==> config.mk <==
export PLATFORM = sky130hd
export DESIGN_NAME = dashed_hline_span_fill_top
export DESIGN_NICKNAME = d
export VERILOG_FILES = /design/src/rtl/dhsf_pkg.sv /design/src/rtl/dhsf_rem.sv /design/src/rtl/dhsf_group.sv /design/src/rtl/dashed_hline_span_fill_top.sv
export SDC_FILE = /design/constraint.sdc
export NUM_CORES = 1
export LEC_CHECK = 0
export ABC_AREA = 1
export BUFFER_PORTS_ARGS = -buffer_cell sky130_fd_sc_hd__buf_2
export CAP_MARGIN = 20
export CORE_MARGIN = 2
export CORE_UTILIZATION = 30
export CTS_CLUSTER_SIZE = 40
export DETAILED_ROUTE_END_ITERATION = 8
export SLEW_MARGIN = 20
export SYNTH_ARGS = -nofsm -noshare
export SYNTH_HDL_FRONTEND = slang
export SYNTH_HIERARCHICAL = 1
export SYNTH_SLANG_ARGS = --single-unit
==> constraint.sdc <==
create_clock -name clk -period 5.2 [get_ports clk]
set_input_delay 0.78 -clock clk [delete_from_list [all_inputs] [get_ports clk]]
set_output_delay 0.78 -clock clk [all_outputs]
set_load 0.05 [all_outputs]
==> src/rtl/dhsf_pkg.sv <==
package dhsf_pkg;

    localparam int Slots    = 16;  // pixel slots in one output beat
    localparam int SlotIdxW = 4;
    localparam int NpixW    = 5;   // holds 1 .. Slots
    localparam int PhaseW   = 11;  // dash/gap run counter, signed
    localparam int RemW     = 10;  // signed phase remainder
    localparam int DivW     = 16;  // magnitude bits of the offset
    localparam int OffsW    = 17;  // signed offset after mirroring
    localparam int CmpW     = 18;  // signed width for clip compares
    localparam int ColorW   = 9;
    localparam int LenW     = 8;
    localparam int CfgIdxW  = 3;
    localparam int CfgDataW = 13;

    localparam logic signed [ColorW-1:0] Transparent = 9'sh1FF;

    typedef enum logic [CfgIdxW-1:0] {
        REG_CLIP_LEFT     = 3'd0,
        REG_CLIP_TOP      = 3'd1,
        REG_CLIP_RIGHT    = 3'd2,
        REG_CLIP_BOTTOM   = 3'd3,
        REG_SURFACE_WIDTH = 3'd4,
        REG_ROW_LIMIT     = 3'd5
    } cfg_idx_t;

    // control from the sequencer to the pattern stepper
    typedef struct packed {
        logic                     load;
        logic signed [PhaseW-1:0] phase;
        logic                     start;
        logic [NpixW-1:0]         npix;
    } grp_ctrl_t;

    // span attributes, stable for the whole span
    typedef struct packed {
        logic signed [ColorW-1:0] dash_color;
        logic signed [ColorW-1:0] gap_color;
        logic [LenW-1:0]          dash_length;
        logic [LenW-1:0]          gap_length;
    } grp_cfg_t;

endpackage

==> src/rtl/dhsf_rem.sv <==
module dhsf_rem
(
    input  logic                                clk,
    input  logic                                rst_n,
    input  logic                                start,
    input  logic signed [dhsf_pkg::OffsW-1:0]   dividend,
    input  logic [dhsf_pkg::LenW:0]             divisor,
    output logic                                done,
    output logic signed [dhsf_pkg::RemW-1:0]    rem
);

    logic                          busy_reg;
    logic                          done_reg;
    logic                          neg_reg;
    logic [4:0]                    cnt_reg;
    logic [dhsf_pkg::DivW-1:0]     dv_reg;
    logic [dhsf_pkg::LenW:0]       m_reg;
    logic [dhsf_pkg::RemW-1:0]     r_reg;

    logic [dhsf_pkg::OffsW-1:0]    mag;
    logic [dhsf_pkg::RemW-1:0]     r_sh;
    logic [dhsf_pkg::RemW-1:0]     r_next;

    // truncated remainder: magnitude divided, sign of the dividend kept
    assign mag    = dividend[dhsf_pkg::OffsW-1] ? 17'(-dividend) : 17'(dividend);
    assign r_sh   = {r_reg[dhsf_pkg::RemW-2:0], dv_reg[dhsf_pkg::DivW-1]};
    assign r_next = (r_sh >= {1'b0, m_reg}) ? (r_sh - {1'b0, m_reg}) : r_sh;

    always_ff @(posedge clk or negedge rst_n)
    begin
        if (!rst_n)
        begin
            busy_reg <= 1'b0;
            done_reg <= 1'b0;
            neg_reg  <= 1'b0;
            cnt_reg  <= '0;
            dv_reg   <= '0;
            m_reg    <= '0;
            r_reg    <= '0;
        end
        else
        begin
            done_reg <= !start && busy_reg && (cnt_reg == 5'd1);
            if (start)
            begin
                busy_reg <= 1'b1;
                neg_reg  <= dividend[dhsf_pkg::OffsW-1];
                cnt_reg  <= 5'(dhsf_pkg::DivW);
                dv_reg   <= mag[dhsf_pkg::DivW-1:0];
                m_reg    <= divisor;
                r_reg    <= '0;
            end
            else if (busy_reg)
            begin
                r_reg   <= r_next;
                dv_reg  <= {dv_reg[dhsf_pkg::DivW-2:0], 1'b0};
                cnt_reg <= cnt_reg - 5'd1;
                if (cnt_reg == 5'd1)
                    busy_reg <= 1'b0;
            end
        end
    end

    assign done = done_reg;
    assign rem  = neg_reg ? -$signed(r_reg) : $signed(r_reg);

endmodule

==> src/rtl/dhsf_group.sv <==
module dhsf_group
(
    input  logic                  clk,
    input  logic                  rst_n,
    input  dhsf_pkg::grp_ctrl_t   ctrl,
    input  dhsf_pkg::grp_cfg_t    cfg,
    output logic                  done,
    output logic [63:0]           pixels_low,
    output logic [63:0]           pixels_high,
    output logic [15:0]           write_mask
);

    logic                                   busy_reg;
    logic                                   done_reg;
    logic [dhsf_pkg::SlotIdxW-1:0]          idx_reg;
    logic [dhsf_pkg::NpixW-1:0]             npix_reg;
    logic signed [dhsf_pkg::PhaseW-1:0]     phase_reg;
    logic [7:0]                             byte_reg [dhsf_pkg::Slots];
    logic [dhsf_pkg::Slots-1:0]             mask_reg;

    logic                                   in_dash;
    logic signed [dhsf_pkg::PhaseW-1:0]     phase_step;
    logic signed [dhsf_pkg::PhaseW-1:0]     phase_next;
    logic signed [dhsf_pkg::ColorW-1:0]     color;
    logic                                   last_pix;

    // one pixel per cycle: a negative count is inside a dash and counts up,
    // a positive count is inside a gap and counts down
    assign in_dash    = phase_reg[dhsf_pkg::PhaseW-1];
    assign phase_step = in_dash ? (phase_reg + 11'sd1) : (phase_reg - 11'sd1);
    always_comb
    begin
        phase_next = phase_step;
        if (phase_step == '0)
            phase_next = in_dash ? $signed(11'(cfg.gap_length))
                                 : -$signed(11'(cfg.dash_length));
    end
    assign color    = in_dash ? cfg.dash_color : cfg.gap_color;
    assign last_pix = ({1'b0, idx_reg} == (npix_reg - 5'd1));

    always_ff @(posedge clk or negedge rst_n)
    begin
        if (!rst_n)
        begin
            busy_reg  <= 1'b0;
            done_reg  <= 1'b0;
            idx_reg   <= '0;
            npix_reg  <= '0;
            phase_reg <= '0;
        end
        else
        begin
            done_reg <= !ctrl.start && busy_reg && last_pix;
            if (ctrl.load)
                phase_reg <= ctrl.phase;
            else if (busy_reg && !ctrl.start)
                phase_reg <= phase_next;
            if (ctrl.start)
            begin
                busy_reg <= 1'b1;
                idx_reg  <= '0;
                npix_reg <= ctrl.npix;
            end
            else if (busy_reg)
            begin
                idx_reg <= idx_reg + 4'd1;
                if (last_pix)
                    busy_reg <= 1'b0;
            end
        end
    end

    always_ff @(posedge clk)
    begin
        if (ctrl.start)
        begin
            for (int i = 0; i < dhsf_pkg::Slots; i++)
                byte_reg[i] <= '0;
            mask_reg <= '0;
        end
        else if (busy_reg && (color != dhsf_pkg::Transparent))
        begin
            byte_reg[idx_reg] <= color[7:0];
            mask_reg[idx_reg] <= 1'b1;
        end
    end

    always_comb
    begin
        for (int i = 0; i < 8; i++)
        begin
            pixels_low[8*i +: 8]  = byte_reg[i];
            pixels_high[8*i +: 8] = byte_reg[i+8];
        end
    end

    assign done       = done_reg;
    assign write_mask = mask_reg;

endmodule

==> src/rtl/dashed_hline_span_fill_top.sv <==
// Dashed horizontal span fill. Each input beat is one span command; it is
// checked against the row and column clip registers, ordered left to right
// (a reversed command swaps colors and lengths and mirrors the pattern
// offset), clipped, and then sent out from its left end as beats of up to
// GROUP_PIXELS pixels with a write mask, the final beat flagged by last.
// Rejected commands produce no output beats. Commands are taken one at a
// time: in_ready is high only while the sequencer is idle. Each command is
// accepted, checked, clipped, given its starting phase by the bit-serial
// remainder unit and has that phase loaded; each output beat is then filled
// by the dash/gap stepper at one pixel per cycle and moved into the output
// register once that register is free. A full span of 1024 pixels takes 64
// beats; a rejected command returns to idle from the check or clip step. An
// output beat waits in its own register, so a new command can be accepted
// while the final beat of the previous one waits. Configuration writes are
// taken any time the block is idle.
module dashed_hline_span_fill_top
#(
    parameter int MAX_WIDTH    = 1024,
    parameter int GROUP_PIXELS = 16
)
(
    input  logic                                  clk,
    input  logic                                  rst_n,

    // configuration write port
    input  logic                                  cfg_write,
    input  logic [dhsf_pkg::CfgIdxW-1:0]          cfg_index,
    input  logic [dhsf_pkg::CfgDataW-1:0]         cfg_data,

    // command channel
    input  logic                                  in_valid,
    output logic                                  in_ready,
    input  logic signed [15:0]                    x_first,
    input  logic signed [15:0]                    x_second,
    input  logic signed [15:0]                    row,
    input  logic signed [8:0]                     dash_color,
    input  logic signed [8:0]                     gap_color,
    input  logic [7:0]                            dash_length,
    input  logic [7:0]                            gap_length,
    input  logic signed [15:0]                    pattern_offset,

    // pixel beat channel
    output logic                                  out_valid,
    input  logic                                  out_ready,
    output logic [11:0]                           out_row,
    output logic [11:0]                           group_x,
    output logic [63:0]                           pixels_low,
    output logic [63:0]                           pixels_high,
    output logic [15:0]                           write_mask,
    output logic                                  last
);

    localparam int CountW   = 13;
    localparam int CountCap = (MAX_WIDTH < 64 * GROUP_PIXELS) ? MAX_WIDTH
                                                              : 64 * GROUP_PIXELS;
    localparam int CmpW     = dhsf_pkg::CmpW;

    typedef enum logic [2:0] {
        S_IDLE,
        S_SWAP,
        S_CLIP,
        S_DIV,
        S_PHASE,
        S_GROUP,
        S_WAIT,
        S_EMIT
    } state_t;

    state_t st_reg;

    // clip and surface registers
    logic [11:0]               clip_left_reg;
    logic [11:0]               clip_top_reg;
    logic [12:0]               clip_right_reg;
    logic [12:0]               clip_bottom_reg;
    logic [12:0]               surface_width_reg;
    logic [12:0]               row_limit_reg;

    // command being worked on
    logic signed [15:0]                     xa_reg;
    logic signed [15:0]                     xb_reg;
    logic signed [15:0]                     row_reg;
    logic signed [dhsf_pkg::ColorW-1:0]     dcol_reg;
    logic signed [dhsf_pkg::ColorW-1:0]     gcol_reg;
    logic [dhsf_pkg::LenW-1:0]              dlen_reg;
    logic [dhsf_pkg::LenW-1:0]              glen_reg;
    logic signed [dhsf_pkg::OffsW-1:0]      offs_reg;
    logic [11:0]                            x1_reg;
    logic [CountW-1:0]                      count_reg;
    logic [11:0]                            gx_reg;

    // output beat register
    logic                                   out_valid_reg;
    logic [11:0]                            out_row_reg;
    logic [11:0]                            group_x_reg;
    logic [63:0]                            pixels_low_reg;
    logic [63:0]                            pixels_high_reg;
    logic [15:0]                            write_mask_reg;
    logic                                   last_reg;

    // ---------------------------------------------------------------
    // ordering, row, zero-width and all-transparent checks (S_SWAP)
    // ---------------------------------------------------------------
    logic signed [CmpW-1:0]   row_e;
    logic signed [CmpW-1:0]   xa_e;
    logic signed [CmpW-1:0]   xb_e;
    logic                     reject_swap;
    logic                     reversed;
    logic signed [dhsf_pkg::OffsW-1:0] offs_mirror;

    assign row_e = CmpW'(row_reg);
    assign xa_e  = CmpW'(xa_reg);
    assign xb_e  = CmpW'(xb_reg);

    assign reject_swap = (row_e < signed'(CmpW'(clip_top_reg)))
                      || (row_e >= signed'(CmpW'(clip_bottom_reg)))
                      || (row_e >= signed'(CmpW'(row_limit_reg)))
                      || (xa_reg == xb_reg)
                      || ((dcol_reg == dhsf_pkg::Transparent)
                          && (gcol_reg == dhsf_pkg::Transparent));
    assign reversed    = (xb_e < xa_e);
    // mirrored offset uses the lengths from before the swap
    assign offs_mirror = signed'(17'(glen_reg)) - offs_reg + signed'(17'(dlen_reg));

    // ---------------------------------------------------------------
    // clipping (S_CLIP), ends already ordered
    // ---------------------------------------------------------------
    logic signed [CmpW-1:0]   cl_e;
    logic signed [CmpW-1:0]   cr_e;
    logic signed [CmpW-1:0]   sw_e;
    logic signed [CmpW-1:0]   x1_c;
    logic signed [CmpW-1:0]   x2_c;
    logic signed [CmpW-1:0]   x2_s;
    logic signed [CmpW-1:0]   span_len;
    logic                     reject_clip;

    assign cl_e = signed'(CmpW'(clip_left_reg));
    assign cr_e = signed'(CmpW'(clip_right_reg));
    assign sw_e = signed'(CmpW'(surface_width_reg));

    assign x1_c = (xa_e < cl_e) ? cl_e : xa_e;
    assign x2_c = (xb_e >= cr_e) ? (cr_e - 18'sd1) : xb_e;
    assign x2_s = (x2_c >= sw_e) ? (sw_e - 18'sd1) : x2_c;
    assign span_len = x2_s - x1_c + 18'sd1;

    assign reject_clip = !((xa_e < cr_e) && (cl_e <= xb_e))
                      || (x1_c >= sw_e)
                      || (x2_s < x1_c);

    // ---------------------------------------------------------------
    // starting phase from the truncated remainder
    // ---------------------------------------------------------------
    logic                                   rem_start;
    logic                                   rem_done;
    logic signed [dhsf_pkg::RemW-1:0]       rem;
    logic [dhsf_pkg::LenW:0]                period;
    logic signed [dhsf_pkg::PhaseW-1:0]     rem_e;
    logic signed [dhsf_pkg::PhaseW-1:0]     dlen_e;
    logic signed [dhsf_pkg::PhaseW-1:0]     glen_e;
    logic signed [dhsf_pkg::PhaseW-1:0]     phase_init;

    assign period    = {1'b0, dlen_reg} + {1'b0, glen_reg};
    assign rem_start = (st_reg == S_CLIP) && !reject_clip;

    dhsf_rem u_rem
    (
        .clk      (clk),
        .rst_n    (rst_n),
        .start    (rem_start),
        .dividend (offs_reg),
        .divisor  (period),
        .done     (rem_done),
        .rem      (rem)
    );

    // inside a dash: count up from phase - dash; inside a gap: count down
    assign rem_e      = dhsf_pkg::PhaseW'(rem);
    assign dlen_e     = signed'(11'(dlen_reg));
    assign glen_e     = signed'(11'(glen_reg));
    assign phase_init = (rem_e < dlen_e) ? (rem_e - dlen_e)
                                         : (dlen_e - rem_e + glen_e);

    // ---------------------------------------------------------------
    // pattern stepper
    // ---------------------------------------------------------------
    dhsf_pkg::grp_ctrl_t      grp_ctrl;
    dhsf_pkg::grp_cfg_t       grp_cfg;
    logic                     grp_done;
    logic [63:0]              grp_lo;
    logic [63:0]              grp_hi;
    logic [15:0]              grp_mask;
    logic [dhsf_pkg::NpixW-1:0] beat_npix;
    logic                     beat_last;

    assign beat_last = (count_reg <= CountW'(GROUP_PIXELS));
    assign beat_npix = beat_last ? count_reg[dhsf_pkg::NpixW-1:0]
                                 : dhsf_pkg::NpixW'(GROUP_PIXELS);

    assign grp_ctrl.load  = (st_reg == S_PHASE);
    assign grp_ctrl.phase = phase_init;
    assign grp_ctrl.start = (st_reg == S_GROUP);
    assign grp_ctrl.npix  = beat_npix;

    assign grp_cfg.dash_color  = dcol_reg;
    assign grp_cfg.gap_color   = gcol_reg;
    assign grp_cfg.dash_length = dlen_reg;
    assign grp_cfg.gap_length  = glen_reg;

    dhsf_group u_group
    (
        .clk         (clk),
        .rst_n       (rst_n),
        .ctrl        (grp_ctrl),
        .cfg         (grp_cfg),
        .done        (grp_done),
        .pixels_low  (grp_lo),
        .pixels_high (grp_hi),
        .write_mask  (grp_mask)
    );

    logic out_free;
    logic beat_load;
    assign out_free  = !out_valid_reg || out_ready;
    // a finished beat moves into the output register
    assign beat_load = (st_reg == S_EMIT) && out_free;

    // ---------------------------------------------------------------
    // configuration registers
    // ---------------------------------------------------------------
    always_ff @(posedge clk or negedge rst_n)
    begin
        if (!rst_n)
        begin
            clip_left_reg     <= 12'd0;
            clip_top_reg      <= 12'd0;
            clip_right_reg    <= 13'd640;
            clip_bottom_reg   <= 13'd480;
            surface_width_reg <= 13'd640;
            row_limit_reg     <= 13'd480;
        end
        else if (cfg_write)
        begin
            unique case (dhsf_pkg::cfg_idx_t'(cfg_index))
                dhsf_pkg::REG_CLIP_LEFT:     clip_left_reg     <= cfg_data[11:0];
                dhsf_pkg::REG_CLIP_TOP:      clip_top_reg      <= cfg_data[11:0];
                dhsf_pkg::REG_CLIP_RIGHT:    clip_right_reg    <= cfg_data;
                dhsf_pkg::REG_CLIP_BOTTOM:   clip_bottom_reg   <= cfg_data;
                dhsf_pkg::REG_SURFACE_WIDTH: surface_width_reg <= cfg_data;
                dhsf_pkg::REG_ROW_LIMIT:     row_limit_reg     <= cfg_data;
                default: ;
            endcase
        end
    end

    // ---------------------------------------------------------------
    // sequencer and output beat register
    // ---------------------------------------------------------------
    always_ff @(posedge clk or negedge rst_n)
    begin
        if (!rst_n)
        begin
            st_reg          <= S_IDLE;
            xa_reg          <= '0;
            xb_reg          <= '0;
            row_reg         <= '0;
            dcol_reg        <= '0;
            gcol_reg        <= '0;
            dlen_reg        <= '0;
            glen_reg        <= '0;
            offs_reg        <= '0;
            x1_reg          <= '0;
            count_reg       <= '0;
            gx_reg          <= '0;
            out_valid_reg   <= 1'b0;
            out_row_reg     <= '0;
            group_x_reg     <= '0;
            pixels_low_reg  <= '0;
            pixels_high_reg <= '0;
            write_mask_reg  <= '0;
            last_reg        <= 1'b0;
        end
        else
        begin
            if (beat_load)
                out_valid_reg <= 1'b1;
            else if (out_ready)
                out_valid_reg <= 1'b0;

            unique case (st_reg)
                S_IDLE:
                begin
                    if (in_valid)
                    begin
                        xa_reg   <= x_first;
                        xb_reg   <= x_second;
                        row_reg  <= row;
                        dcol_reg <= dash_color;
                        gcol_reg <= gap_color;
                        // a zero length counts as one
                        dlen_reg <= (dash_length == '0) ? 8'd1 : dash_length;
                        glen_reg <= (gap_length == '0) ? 8'd1 : gap_length;
                        offs_reg <= dhsf_pkg::OffsW'(pattern_offset);
                        st_reg   <= S_SWAP;
                    end
                end

                S_SWAP:
                begin
                    if (reject_swap)
                        st_reg <= S_IDLE;
                    else
                    begin
                        if (reversed)
                        begin
                            xa_reg   <= xb_reg;
                            xb_reg   <= xa_reg;
                            dcol_reg <= gcol_reg;
                            gcol_reg <= dcol_reg;
                            dlen_reg <= glen_reg;
                            glen_reg <= dlen_reg;
                            offs_reg <= offs_mirror;
                        end
                        st_reg <= S_CLIP;
                    end
                end

                S_CLIP:
                begin
                    if (reject_clip)
                        st_reg <= S_IDLE;
                    else
                    begin
                        x1_reg    <= x1_c[11:0];
                        count_reg <= span_len[CountW-1:0];
                        st_reg    <= S_DIV;
                    end
                end

                S_DIV:
                begin
                    if (rem_done)
                        st_reg <= S_PHASE;
                end

                S_PHASE:
                begin
                    if (count_reg > CountW'(CountCap))
                        count_reg <= CountW'(CountCap);
                    gx_reg <= x1_reg;
                    st_reg <= S_GROUP;
                end

                S_GROUP:
                begin
                    st_reg <= S_WAIT;
                end

                S_WAIT:
                begin
                    if (grp_done)
                        st_reg <= S_EMIT;
                end

                S_EMIT:
                begin
                    if (out_free)
                    begin
                        out_row_reg     <= row_reg[11:0];
                        group_x_reg     <= gx_reg;
                        pixels_low_reg  <= grp_lo;
                        pixels_high_reg <= grp_hi;
                        write_mask_reg  <= grp_mask;
                        last_reg        <= beat_last;
                        count_reg       <= count_reg - CountW'(beat_npix);
                        gx_reg          <= gx_reg + 12'(GROUP_PIXELS);
                        st_reg          <= beat_last ? S_IDLE : S_GROUP;
                    end
                end

                default:
                begin
                    st_reg <= S_IDLE;
                end
            endcase
        end
    end

    assign in_ready    = (st_reg == S_IDLE);
    assign out_valid   = out_valid_reg;
    assign out_row     = out_row_reg;
    assign group_x     = group_x_reg;
    assign pixels_low  = pixels_low_reg;
    assign pixels_high = pixels_high_reg;
    assign write_mask  = write_mask_reg;
    assign last        = last_reg;

    // ---------------------------------------------------------------
    // assertions
    // ---------------------------------------------------------------

    // the remainder unit only finishes while the sequencer waits for it
    a_rem_done_in_div: assert property (@(posedge clk) disable iff (!rst_n)
        rem_done |-> (st_reg == S_DIV))
        else $error("remainder finished outside the divide wait");

    // a pixel beat only completes while the sequencer waits for it
    a_grp_done_in_wait: assert property (@(posedge clk) disable iff (!rst_n)
        grp_done |-> (st_reg == S_WAIT))
        else $error("pattern stepper finished outside the beat wait");

    // every started beat has pixels left and never exceeds the span cap
    a_count_in_range: assert property (@(posedge clk) disable iff (!rst_n)
        (st_reg == S_GROUP) |-> ((count_reg != '0)
                                 && (count_reg <= CountW'(CountCap))))
        else $error("pixel count out of range at beat start");

    // no beat is overwritten before it is taken
    a_emit_no_overrun: assert property (@(posedge clk) disable iff (!rst_n)
        (st_reg == S_EMIT) && out_valid_reg && !out_ready |=>
            (st_reg == S_EMIT))
        else $error("output beat overrun");

endmodule
# After elaboration in Yosys (flattened, before gate mapping)
# Memory sizes are Yosys's and may differ from the RTL's. A register that Yosys moved wholly into a read port is not among the register bits.
# Cells that the tools add are included.
[op_classes] add_sub_neg=21 n_mux=84 magnitude_cmp=17 eq_ne=26 n_reduce_logical=64 bitwise=2
[ops] op="16-bit 2-to-1 mux" n=9
[ops] op="8-bit 2-to-1 mux" n=9
[ops] op="11-bit 2-to-1 mux" n=6
[ops] op="16-bit case mux with 2 select lines" n=2
[ops] op="9-bit 2-to-1 mux" n=7
[ops] op="18-bit 2-to-1 mux" n=3
[ops] op="17-bit 2-to-1 mux" n=3
[ops] op="16-bit by 14-bit greater-or-equal comparator with 1-bit output" n=3
[ops] op="10-bit 2-to-1 mux" n=4
[ops] op="13-bit 2-to-1 mux" n=3
[ops] op="13-bit case mux with 3 select lines" n=1
[ops] op="18-bit by 14-bit greater-or-equal comparator with 1-bit output" n=2
[ops] op="9-bit case mux with 2 select lines" n=2
[ops] op="17-bit case mux with 2 select lines" n=1
[ops] op="16-bit by 13-bit less-than comparator with 1-bit output" n=2
[ops] op="8-bit case mux with 2 select lines" n=2
[ops] op="13-bit by 1-bit subtractor with 14-bit output (second input constant)" n=2
[ops] op="12-bit case mux with 2 select lines" n=1
[ops] op="3-bit case mux with 8 select lines" n=1
[ops] op="1-bit zero test" n=21
[ops] op="2-bit AND reduction" n=10
[ops] op="3-bit equality test (second input constant)" n=6
[ops] op="9-bit by 1-bit equality test with 1-bit output (second input constant)" n=2
[ops] op="18-bit less-than comparator" n=1
[ops] op="53 further kinds" n=111
[word_totals] inputBits=119 n_memories=1 output_inout_bits=171 reg_bits=338 ram_bits=128
[memory_table] name="u_group.byte_reg" words=16 word_bits=8 rd=16 rd_clocked_by_memory_dff=16 wr=16 line="dhsf_group.sv:18" source="logic [7:0] byte_reg [dhsf_pkg::Slots];"

# Longest topological paths before layout
[depth] word_depth=11 ltp_mapped=48

# Cells and area by module
# The synthesis kept the hierarchy.
[modules_own_cells] mod="dashed_hline_span_fill_top" seq_area_each_um2=9649.3 area_each_um2=23780.3 instances=1 cells_per_inst=3123
[modules_own_cells] mod="dhsf_group" seq_area_each_um2=4714.5 area_each_um2=7382.1 instances=1 cells_per_inst=706
[modules_own_cells] mod="dhsf_rem" seq_area_each_um2=1076.0 area_each_um2=3064.2 instances=1 cells_per_inst=446

# Least setup slack after synthesis
# No wires, ideal clock.
[synth_timing] kind="reg2reg" start="reg clip_right_reg[7]" end="reg u_rem/dv_reg[13] (netlist name)" path_slack_ps=-362 path_stages_with_launch=44 arrival_time_ps=5497 setup_ps=65 cell_sequence="dfstp_2 inv_1 ha_1 a21o_1 nor2_1 nand2_1 nand2_1 nand2_1 nand2_2 nand2_4 buf_2 o21ai_0 inv_1 ha_1 nand2_1 nor2_1 o211ai_1 nand3_1 (+8 left out) ha_1 fa_1 nand3_1 a21o_1 inv_1 o21ai_0 nand4_1 and2_1 nand3_2 buf_2 inv_1 buf_2 nor2_4 inv_2 buf_2 o22ai_1 inv_1 nand2_1"
[synth_between] elab_chain_len=9
[synth_lines] item="start, declared" line="dashed_hline_span_fill_top.sv:74" source="logic [12:0] clip_right_reg;"
[synth_lines] item="start signal, assigned" line="dashed_hline_span_fill_top.sv:246" source="dhsf_pkg::REG_CLIP_RIGHT: clip_right_reg <= cfg_data;"
[synth_lines] item="13-bit by 1-bit subtractor with 14-bit output or 16-bit by 14-bit greater-or-equal comparator with 1-bit output (tied branches)" line="dashed_hline_span_fill_top.sv:142" source="assign x2_c = (xb_e >= cr_e) ? (cr_e - 18'sd1) : xb_e;"
[synth_lines] item="18-bit 2-to-1 mux" line="dashed_hline_span_fill_top.sv:142"
[synth_lines] item="18-bit by 14-bit greater-or-equal comparator with 1-bit output" line="dashed_hline_span_fill_top.sv:143" source="assign x2_s = (x2_c >= sw_e) ? (sw_e - 18'sd1) : x2_c;"
[synth_lines] item="18-bit 2-to-1 mux" line="dashed_hline_span_fill_top.sv:143"
[synth_lines] item="18-bit less-than comparator" line="dashed_hline_span_fill_top.sv:148" source="|| (x2_s < x1_c);"
[synth_lines] item="1-bit logical OR *" line="dashed_hline_span_fill_top.sv:148"
[synth_lines] item="1-bit zero test *" line="dashed_hline_span_fill_top.sv:163" source="assign rem_start = (st_reg == S_CLIP) && !reject_clip;"
[synth_lines] item="1-bit logical AND *" line="dashed_hline_span_fill_top.sv:163"
[synth_lines] item="named net rem_start" line="dashed_hline_span_fill_top.sv:153" source="logic rem_start;"
[synth_lines] item="16-bit 2-to-1 mux or 2-bit nonzero test (tied branches)"
[synth_lines] item="end signal, assigned" line="dhsf_rem.sv:49" source="dv_reg <= mag[dhsf_pkg::DivW-1:0];"
[synth_lines] item="end signal, assigned" line="dhsf_rem.sv:56" source="dv_reg <= {dv_reg[dhsf_pkg::DivW-2:0], 1'b0};"
[synth_lines] item="end, declared" line="dhsf_rem.sv:16" source="logic [dhsf_pkg::DivW-1:0] dv_reg;"
# The timed path passes the listed nets; every way through them passes the cells marked *.
# A chain may end at the register's enable or synchronous reset.

# Final worst setup path
[layout_timing] start="reg clip_right_reg[7]" end="reg u_rem/dv_reg[15] (netlist name)"
# Same word-level chain as after synthesis.

==> flow_metrics.py <==
metrics = {
    "timing": {
        "period_minus_slack_ps": 5200,
        "slew_headroom_pct": 33.3,
        "tns_ps": -3.60,
        "worst_slack_ps": -3.60,
        "clock_skew_ps": 26.5,
        "worst_pin_slew_ps": 1000,
        "finalCritPeriodShare_pct": 100,
        "setup_violations": 1,
        "drv_slew": 0,
        "hold_viol": 0,
        "rsz0062_at_grt": "true",
        "clock.fmax_ghz": 0.192,
    },
    "final_layout": {
        "final_area_mm2": 0.0418,
        "drive_gt1_share_pct": 18.4,
        "fin_cells": 6275,
        "final_nets": 5085,
        "largest_reg_flops": 128,
        "synthToLayoutAreaGrowth_pct": 22.0,
        "fill_cells": 11600,
    },
    "setup_path": {
        "r2r_cells": 40,
        "endpoint_kind": "flop",
        "path_class": "flop to flop",
        "rr_startpoint": "clip_right_reg[7]",
        "critPathTopFamily": "simple AND/OR/NAND/NOR gates",
        "reg2reg_slack_ps": -4,
        "cp_slowest_cell": "dfstp_2",
        "worstPathArrival_ps": 5780,
        "required_ps": 5770,
        "path_buf_inv": 8,
        "cpMostUsedCell": "nand2_1",
        "cp_slowest_stage_delay_ps": 530,
        "cp-start-kind": "flop",
        "cp_max_fo": 8,
        "r2r_end": "u_rem/dv_reg[15]",
    },
    "die": {
        "design.die.area_mm2": 0.117,
        "floorplan.initialDensity_pct": 30.3,
        "core_mm2": 0.113,
        "fp.dieH_um": 342,
        "ios": 290,
        "die_w_um": 342,
        "rows": 123,
    },
    "routing": {
        "post_drt_wl_per_cell_um": 16.2,
        "antenna_left": 0,
        "vias": 29400,
        "drt_wl_total_um": 102000,
        "via_per_inst": 4.68,
        "initialDrtViolationCount": 1825,
        "firstDrtPassIters": 5,
        "drt_drc_violations_left": 0,
    },
    "place": {
        "portBuffers": 289,
        "place_inst": 6098,
        "post_dp_cell_area_mm2": 0.0384,
        "hpwl_um": 73300,
        "gp_congestion": 0.910,
    },
    "synth": {
        "synth_fp_nets": 4646,
        "yosysUniqueCellTypes": 63,
        "synthFlopType": "dfrtp_1",
        "synth_top_area_cell": "dfrtp_1",
        "synth_area_mm2": 0.0342,
        "ys_seq_area_share_pct": 45.1,
        "synth_area_leaders": "dfrtp_1, nand2_1, edfxtp_1",
        "synth_common_cells": "nand2_1, inv_1, dfrtp_1",
        "async_flop_share_pct": 75.8,
        "yosys_register_bits": 594,
        "synth-edff-count": 128,
        "ys.warnings.count": 6,
        "synthCells": 4275,
        "yosysMostFrequentCell": "nand2_1",
        "postSynthAreaPerCell_um2": 8.01,
        "synth_top_area_share_pct": 32.0,
    },
    "cts": {
        "clk_path_buf_depth": 3,
        "cts.htree.levels": 3,
        "worstSkewPairLatency_ps": 650,
        "path_clk_slew_ps": 60,
        "cts_tree": "done",
        "cts_sinks": 594,
        "cts-root-buf": "clkbuf_16",
        "cts_buffers": 73,
    },
    "global_routing": {
        "grt_max_degree": 150,
        "antenna_found_initial": 2,
        "track_usage_pct": 17.1,
        "overflow": 0,
        "grt_pass1_wl_um": 159000,
        "grt_pass1_vias": 28100,
    },
    "job": {
        "cap_violations": 0,
    },
    "worst_hold_path": {
        "min_path_type": "input pin to async pin",
    },
    "status": {
        "violations": "setup timing",
        "status": "finished, violations left",
    },
}
==> through the flow <==
stage	utilization [%]	setup WS, ps	hold slack (ps)
floorplan	-	0.446	425
global placement	34.0	-167	429
detailed placement	34.0	-350	431
CTS	36.4	-98.6	127
global route	37.0	-295	168
finish	37.0	-3.60	111
==> cell families after synthesis <==
kind of cell	Yosys count	synth area share, %
fa+ha+maj	252	9.78
simple gates	2176	26.9
buf+inv	631	7.57
flops	594	45.1
mux	10	0.336
compound gates	551	8.81
other cells	1	0.0110
xor+xnor	60	1.54
==> worst max path at each step <==
stage | start | to | cells past startpoint
2_1_floorplan | clip_right_reg[7] | u_rem/dv_reg[13] | 42
6_report | clip_right_reg[7] | u_rem/dv_reg[15] | 40
3_5_place_dp | clip_right_reg[7] | u_rem/dv_reg[9] | 36
3_3_place_gp | clip_right_reg[7] | u_rem/dv_reg[9] | 37
4_1_cts | clip_right_reg[7] | u_rem/dv_reg[7] | 42
5_1_grt | clip_right_reg[7] | u_rem/dv_reg[15] | 42
==> layout make-up <==
type,count,area (µm²),share of cell area (%)
Antenna cell,1,2.50,0.00599
Tap cell,1500,1880,4.49
Sequential cell,594,15400,37.0
Timing Repair Buffer,512,3380,8.09
Inverter,481,1830,4.39
Clock inverter,41,353,0.845
Multi-Input combinational cell,3050,16900,40.4
Clock buffer,94,2010,4.80
Timing Repair inverter,2,16.3,0.0389
==> worst register-to-register path: cells and delay by family, from the launching register on <==
| family | cells | cell delay (ps) |
|---|---|---|
| simple gates | 21 | 1860 |
| buf+inv | 8 | 820 |
| flops | 1 | 530 |
| fa+ha+maj | 4 | 1040 |
| compound gates | 7 | 870 |
==> per-layer routing <==
metal / track usage [%] / vias to the layer above / wire length, µm
li1: - / 14700 / -
met2: 27.0 / 778 / 45400
met4: 4.93 / 0 / 2370
met3: 2.56 / 126 / 5730
met1: 24.3 / 13800 / 48200
met5: 0 / - / 0
==> what timing repair did <==
| item | in CTS | in global routing |
|---|---|---|
| pin swaps | 29 | 48 |
| setup buffers | 19 | 19 |
| setup endpoints to repair | 70 | 70 |
| hold buffers | 0 | 0 |
| gates resized for setup | 51 | 140 |
| cloned | 1 | 5 |
==> cell usage in the layout (no fill, tap or decap), types with 13 or more instances in the layout <==
| cell type | synthesis | layout |
|---|---|---|
| clkinv_2 | 0 | 14 |
| nand4_1 | 33 | 33 |
| nand3_2 | 6 | 14 |
| nor3_1 | 27 | 25 |
| nand3_1 | 254 | 245 |
| buf_4 | 15 | 190 |
| clkbuf_16 | 0 | 77 |
| dfxtp_1 | 16 | 16 |
| nor2_1 | 324 | 318 |
| a21oi_1 | 135 | 123 |
| nand2_2 | 21 | 35 |
| nand2_1 | 1438 | 1419 |
| inv_1 | 460 | 443 |
| o21ai_0 | 316 | 279 |
| xnor2_1 | 18 | 18 |
| buf_6 | 13 | 20 |
| buf_2 | 45 | 288 |
| o21ai_2 | 15 | 26 |
| nor2_2 | 12 | 13 |
| ha_1 | 226 | 212 |
| dfrtp_1 | 438 | 438 |
| inv_2 | 18 | 30 |
| fa_1 | 26 | 20 |
| edfxtp_1 | 128 | 128 |
| o21ai_1 | 5 | 24 |
| xor2_1 | 42 | 42 |
Power is left out: the tool's default activity adds up to more than one toggle a clock period on the data nets, which glitch-free logic cannot reach.
